<file path="config.mk">
export PLATFORM = sky130hd
export DESIGN_NAME = rti_obuf
export DESIGN_NICKNAME = d
export VERILOG_FILES = /design/src/hdl/rti_pkg.sv /design/src/hdl/rti_obuf.sv
export SDC_FILE = /design/constraint.sdc
export NUM_CORES = 1
export LEC_CHECK = 0
export BUFFER_PORTS_ARGS = -buffer_cell sky130_fd_sc_hd__buf_2
export CAP_MARGIN = 20
export CORE_UTILIZATION = 53
export CTS_BUF_LIST = sky130_fd_sc_hd__clkbuf_8
export CTS_CLUSTER_SIZE = 20
export DETAILED_ROUTE_END_ITERATION = 8
export MAX_ROUTING_LAYER = met4
export PLACE_DENSITY = 0.92
export SLEW_MARGIN = 20
export SYNTH_ARGS = -nofsm -noshare
export SYNTH_HDL_FRONTEND = slang
export SYNTH_SLANG_ARGS = --single-unit
export TNS_END_PERCENT = 100
</file>
<file path="constraint.sdc">
create_clock -name clock -period 3.02 [get_ports clock]
set_clock_uncertainty 0.1 [all_clocks]
set_input_delay 0.302 -clock clock [delete_from_list [all_inputs] [get_ports clock]]
set_output_delay 0.302 -clock clock [all_outputs]
set_load 0.005 [all_outputs]
</file>
<file path="src/hdl/rti_pkg.sv">
`timescale 1ns / 1ps
package rti_pkg;

   // field and datapath widths
   localparam int COORD_W   = 32;
   localparam int EPS_W     = 31;
   localparam int EDGE_W    = 33;
   localparam int PPROD_W   = 65;
   localparam int QPROD_W   = 66;
   localparam int CROSS_P_W = 66;
   localparam int CROSS_Q_W = 67;
   localparam int SPLIT_W   = 32;
   localparam int LO_W      = 66;
   localparam int HI_W      = 68;
   localparam int SUMLO_W   = 68;
   localparam int SUMHI_W   = 70;
   localparam int WIDE_W    = 100;
   localparam int UVSUM_W   = 101;
   localparam int MAG_W     = 98;
   localparam int TT_W      = 99;
   localparam int QUO_W     = 32;
   localparam int NUM_DOTS  = 4;
   localparam int GEO_STAGES = 9;

   // dot product slots
   localparam int DOT_DET = 0;
   localparam int DOT_U   = 1;
   localparam int DOT_V   = 2;
   localparam int DOT_T   = 3;

   // register indexes
   localparam int REG_IDX_W = 3;
   localparam logic [REG_IDX_W-1:0] REG_ORIGIN_X = 3'd0;
   localparam logic [REG_IDX_W-1:0] REG_ORIGIN_Y = 3'd1;
   localparam logic [REG_IDX_W-1:0] REG_ORIGIN_Z = 3'd2;
   localparam logic [REG_IDX_W-1:0] REG_DIR_X    = 3'd3;
   localparam logic [REG_IDX_W-1:0] REG_DIR_Y    = 3'd4;
   localparam logic [REG_IDX_W-1:0] REG_DIR_Z    = 3'd5;
   localparam logic [REG_IDX_W-1:0] REG_DET_EPS  = 3'd6;

   localparam logic [COORD_W-1:0] DIST_MISS = 32'h8000_0000;
   localparam logic [COORD_W-1:0] DIST_MAX  = 32'h7FFF_FFFF;

   typedef struct packed {
      logic signed [COORD_W-1:0] origin_x;
      logic signed [COORD_W-1:0] origin_y;
      logic signed [COORD_W-1:0] origin_z;
      logic signed [COORD_W-1:0] dir_x;
      logic signed [COORD_W-1:0] dir_y;
      logic signed [COORD_W-1:0] dir_z;
      logic [EPS_W-1:0]          det_epsilon;
   } rti_cfg_type;

   typedef struct packed {
      logic signed [COORD_W-1:0] a_x;
      logic signed [COORD_W-1:0] a_y;
      logic signed [COORD_W-1:0] a_z;
      logic signed [COORD_W-1:0] b_x;
      logic signed [COORD_W-1:0] b_y;
      logic signed [COORD_W-1:0] b_z;
      logic signed [COORD_W-1:0] c_x;
      logic signed [COORD_W-1:0] c_y;
      logic signed [COORD_W-1:0] c_z;
   } rti_vert_type;

   typedef struct packed {
      logic             valid;
      logic             miss;
      logic [TT_W-1:0]  tt;
      logic [MAG_W-1:0] mag;
   } rti_div_in_type;

   typedef struct packed {
      logic               valid;
      logic               hit;
      logic [COORD_W-1:0] distance;
   } rti_res_type;

endpackage

</file>
<file path="src/hdl/rti_obuf.sv">
`timescale 1ns / 1ps
module rti_obuf import rti_pkg::*; (
   input  logic               clock,
   input  logic               reset,
   input  logic               adv,
   input  rti_res_type        res,
   input  logic               rsp_stall,
   output logic               rsp_valid,
   output logic               rsp_hit,
   output logic [COORD_W-1:0] rsp_distance,
   output logic               full
);

   logic               out_valid_ff, skid_valid_ff;
   logic               out_hit_ff, skid_hit_ff;
   logic [COORD_W-1:0] out_dist_ff, skid_dist_ff;
   logic               push, take;

   assign push = adv && res.valid;
   assign take = out_valid_ff && !rsp_stall;

   // hold results in the output register, overflow into the skid stage
   always_ff @(posedge clock) begin
      if (reset) begin
         out_valid_ff  <= 1'b0;
         skid_valid_ff <= 1'b0;
      end else if (push) begin
         if (!out_valid_ff || take) begin
            out_valid_ff <= 1'b1;
         end else begin
            skid_valid_ff <= 1'b1;
         end
      end else if (take) begin
         out_valid_ff  <= skid_valid_ff;
         skid_valid_ff <= 1'b0;
      end
   end

   always_ff @(posedge clock) begin
      if (push) begin
         if (!out_valid_ff || take) begin
            out_hit_ff  <= res.hit;
            out_dist_ff <= res.distance;
         end else begin
            skid_hit_ff  <= res.hit;
            skid_dist_ff <= res.distance;
         end
      end else if (take) begin
         out_hit_ff  <= skid_hit_ff;
         out_dist_ff <= skid_dist_ff;
      end
   end

   assign rsp_valid    = out_valid_ff;
   assign rsp_hit      = out_hit_ff;
   assign rsp_distance = out_dist_ff;
   assign full         = skid_valid_ff;

endmodule

</file>
# == After elaboration in Yosys (flattened, before gate mapping) ==
# Index checks and enable logic that the tools add are counted.
# totals
reg_bits,68
input_bits,38
elab_cells,30
# classes
n_eq_ne,2
muxes,12
bitwise,1
reduce_logical,9
# ops
operator,count
$mux 32,3
$mux 1,9
$reduce_and 2->1,3
$logic_and 1x1->1,2
$logic_not 1->1,2
$ne 2x1->1 const B,1
$ne 2x2->1 const B,1
$reduce_bool 2->1,1
$logic_or 1x1->1,1
$not 1->1,1

# == Longest topological paths before layout ==
# depth
word_depth,5
mapped_depth,3
ltp_nobuf,2

# == Worst setup path before layout ==
# OpenSTA, ideal clock, no wires.
# synth_path
path_kind,register to register
start,register out_valid_ff (netlist: rsp_valid)
end,"register out_dist_ff[0] (netlist: rsp_distance[0]), enable pin"
t_arrival_ps,2196
required_ps,2482
slack_ps,286
stages_incl_launch_ff,2
path_buffers,0
period_less_slack_ps,2734
cell_sequence,dfxtp_1 > mux2i_1
# synth_between
elab_chain_cells,4
# synth_rtl
element,line,rtl
"start, declared",rti_obuf.sv:14,"logic out_valid_ff, skid_valid_ff;"
"start signal, assigned",rti_obuf.sv:34,out_valid_ff <= skid_valid_ff;
$logic_not 1->1 or $logic_and 1x1->1 (tied branches),"rti_obuf.sv:41, rti_obuf.sv:20",
$logic_or 1x1->1,rti_obuf.sv:41,if (!out_valid_ff || take) begin
$ne 2x1->1 (no line),n/a,
$reduce_and 2->1 (no line) (*),n/a,
"end signal, assigned",rti_obuf.sv:43,out_dist_ff <= res.distance;
"end signal, assigned",rti_obuf.sv:50,out_dist_ff <= skid_dist_ff;
"end, declared",rti_obuf.sv:16,"logic [COORD_W-1:0] out_dist_ff, skid_dist_ff;"
# Mark *: on every way between the ends. The rest lies on a longest branch, timed or not.
# A chain may end at the register's enable or synchronous reset.

# == Worst setup path after layout ==
# layout_path
start,register out_valid_ff (netlist: rsp_valid)
end,"register skid_hit_ff, enable pin"
# layout_between
elab_chain_cells,4
# layout_rtl
element,line,rtl
$logic_not 1->1 or $logic_and 1x1->1 (tied branches),"rti_obuf.sv:41, rti_obuf.sv:20",
$logic_or 1x1->1 (*),rti_obuf.sv:41,
$not 1->1 (no line) (*),n/a,
$reduce_and 2->1 (no line) (*),n/a,
"end signal, assigned",rti_obuf.sv:45,skid_hit_ff <= res.hit;
"end, declared",rti_obuf.sv:15,"logic out_hit_ff, skid_hit_ff;"
# Marked as above.

==> out/qor.yml <==
status: "finished, final reports clean"
pin_count_of_the_biggest_net_entering_global_routing: 37
ys.flop_type: "sky130_fd_sc_hd__edfxtp_1"
timing.setup.tns_ps: 0
synth.yosys.seq_area_share_pct: 77.8
worst_slack_ps: 1240
timing.max_slew.rel_slack_pct: 57.1
worstPathArrival_ps: 1710
cts_hold_buffers: 0
pre_cts_ws_ps: 903
multiInputGateArea_um2: 561
routedWlPerCell_um: 14.3
worstSkewPairLatency_ps: 330
min_from: "reset"
power.share.sequential_pct: 57.5
max_cap_violations: 0
detail_route.drc_violations: 0
finalWeightedCongestion: 0.675
cts_max_level: 3
core.rowCount: 25
worstHoldPathCells: 2
timing_worst_setup_path_type: "reg2reg"
critical_path.reg2reg.endpoint: "skid_hit_ff"
total_leakage_power_uw: 0.00131
timing.reg2reg.worst_path_depth: 3
clock_power_share_pct: 35.4
synth-async-reset-ratio_pct: 0
regArea_um2: 2020
synth_seq_cells: 68
first_global_vias: 1147
setup_failing_eps_final: 0
regToRegSetupSlack_ps: 1240
grt_antenna_before_repair: 0
post_synth.cell_area_avg_um2: 22.6
maxSlewViolCount: 0
syn_to_final_growth_pct: 23.8
fraction_of_layout_instances_using_a_drive_strength_above_1_pct: 59.7
fmax_ghz: 0.560
worst_setup_path_start_kind: "register"
area_share_of_the_largest_cell_type_after_synthesis_pct: 76.2
final_min_period_over_clock_period_pct: 59.1
grt_first_pass_wirelength_um: 5610
clkTransAtPathRegs_ps: 60
floorplan.core_area_um2: 4720
floorplan.io_pins: 73
num-fill-cells: 317
tightestPinTransition_ps: 643
regToRegStartpoint: "rsp_valid"
synth.top_cells.by_area: "sky130_fd_sc_hd__edfxtp_1 76%, sky130_fd_sc_hd__mux2_4 16%, sky130_fd_sc_hd__mux2_2 2.6%"
antenna-diode-count: 0
totalWireLength_um: 3840
synthesis.instances: 115
routed_via_density: 4.79
clock_path_buffers: 2
gr-total-overflow: 0
worst-endpoint-required_ps: 2940
final_hold_viol_count: 0
p_sw_share_pct: 19.9
port_buffers: 72
endpoint_kind: "register"
clock_buffers_created_by_tritoncts: 9
power.share.combinational_pct: 7.1
p_per_area_nw_per_um2: 583
vdd.ir_drop.worst_mv: 0.381
postCtsSetupRepairBufs: 0
vias: 1283
yosysUniqueCellTypes: 16
drt-initial-drc-count: 70
postRouteAntennaNets: 0
grt_setup_unrepaired: "no"
cts-root-buf: "sky130_fd_sc_hd__clkbuf_8"
post_syn_nets: 153
library_cell_with_the_largest_summed_area_after_synthesis: "sky130_fd_sc_hd__edfxtp_1"
initial_utilization_pct: 55.0
syn_area_um2: 2600
dr_pass1_iterations: 4
num-nets-final: 235
cts_sinks: 68
intPower_uw: 1500
netlist_top_cells_count: "66 x sky130_fd_sc_hd__edfxtp_1, 27 x sky130_fd_sc_hd__mux2_4, 6 x sky130_fd_sc_hd__mux2_2"
post_synth_edffs: 66
hold_class: "in2reg"
post-synth-top-count-cell: "sky130_fd_sc_hd__edfxtp_1"
cts_tree: "yes"
timing.hold.worst_endpoint: "rsp_valid"
net-switching-power_uw: 373
gr-usage-all-layers_pct: 16.2
postCtsResizedCells: 0
die-width_um: 72.0
tmin_final_ps: 1780
synthesis.yosys.warnings: 0
crit_path_max_fanout: 18
design.die.area_um2: 5190
die_height_um: 72.0
## power by group through the flow
| stage | Sequential, uW | Clock [uW] | Combinational, uW |
|---|---|---|---|
| 2_1_floorplan | 1110 | 0 | 62.3 |
| 3_3_place_gp | 1100 | 0 | 131 |
| 3_5_place_dp | 1100 | 0 | 135 |
| 4_1_cts | 1080 | 680 | 135 |
| 5_1_grt | 1080 | 722 | 143 |
| 6_report | 1080 | 664 | 133 |
## final cells by class
cell class / count / area share [%]
multi-input cells: 43 / 17.4
clock inverters: 6 / 1.52
well taps: 67 / 2.60
clock buffers: 9 / 3.85
inverters: 1 / 0.117
repair buffers: 74 / 11.7
flip-flops and latches: 68 / 62.8
## cells in the final DEF, fill, tap and decap left out, drive strengths merged
cell     n
buf     74
edfxtp  66
mux2    33
clkbuf   9
inv      3
clkinv   3
dfxtp    2
nand2    2
mux2i    1
nor2     1
o21ai    1
a21oi    1
a21boi   1
a31oi    1
nand2b   1
o32ai    1
bufinv   1
## per-stage QoR
step	utilization [%]	hold slack [ps]	cell area, um^2	power (uW)	cells
3_5_place_dp	64.5	391	3050	1240	253
6_report	68.1	50.5	3220	1880	268
2_1_floorplan	-	271	2600	1170	115
4_1_cts	68.1	35.3	3220	1890	268
5_1_grt	68.1	31.8	3220	1950	268
3_3_place_gp	64.5	384	3050	1230	253
## worst max-delay path, cell delays in order, from the launching register on
cell and delay, ps:
sky130_fd_sc_hd__dfxtp_1 480, sky130_fd_sc_hd__nand2_1 140, sky130_fd_sc_hd__nor2_4 410, sky130_fd_sc_hd__buf_4 340
## cell families (layout without fill, tap and decap cells)
logic type             Yosys count  in the layout  synth area share [%]
and+or+nand+nor                  4              4                 0.962
DFF                             68             68                  77.8
buffers and inverters            4             90                  1.44
AOI/OAI and AO/OA                5              5                  1.25
muxes                           34             34                  18.6
## worst max-delay path by stage
stage / startpoint / end / slack (ps) / cells after the start
3_3_place_gp: adv / skid_dist_ff[3] / 960 / 4
2_1_floorplan: rsp_valid / rsp_distance[0] / 290 / 1
6_report: rsp_valid / skid_hit_ff / 1240 / 3
3_5_place_dp: adv / skid_dist_ff[6] / 900 / 4
4_1_cts: rsp_valid / skid_dist_ff[8] / 1220 / 3
5_1_grt: rsp_valid / skid_dist_ff[29] / 1150 / 3
## metal layers
layer | vias to the layer above | track usage (%) | part of all wire (%)
met3 | 6 | 7.64 | 5.7
met4 | 0 | 9.15 | 1.9
met5 | - | - | 0
met1 | 601 | 19.5 | 44
li1 | 618 | - | -
met2 | 58 | 22.6 | 48
## flip-flops by register name, summed over array words and instances, names as in the netlist
register	count
rsp_distance	32
rsp_valid	1
skid_hit_ff	1
full	1
skid_dist_ff	32
rsp_hit	1
Note: power is estimated with default switching activity, not from simulation.
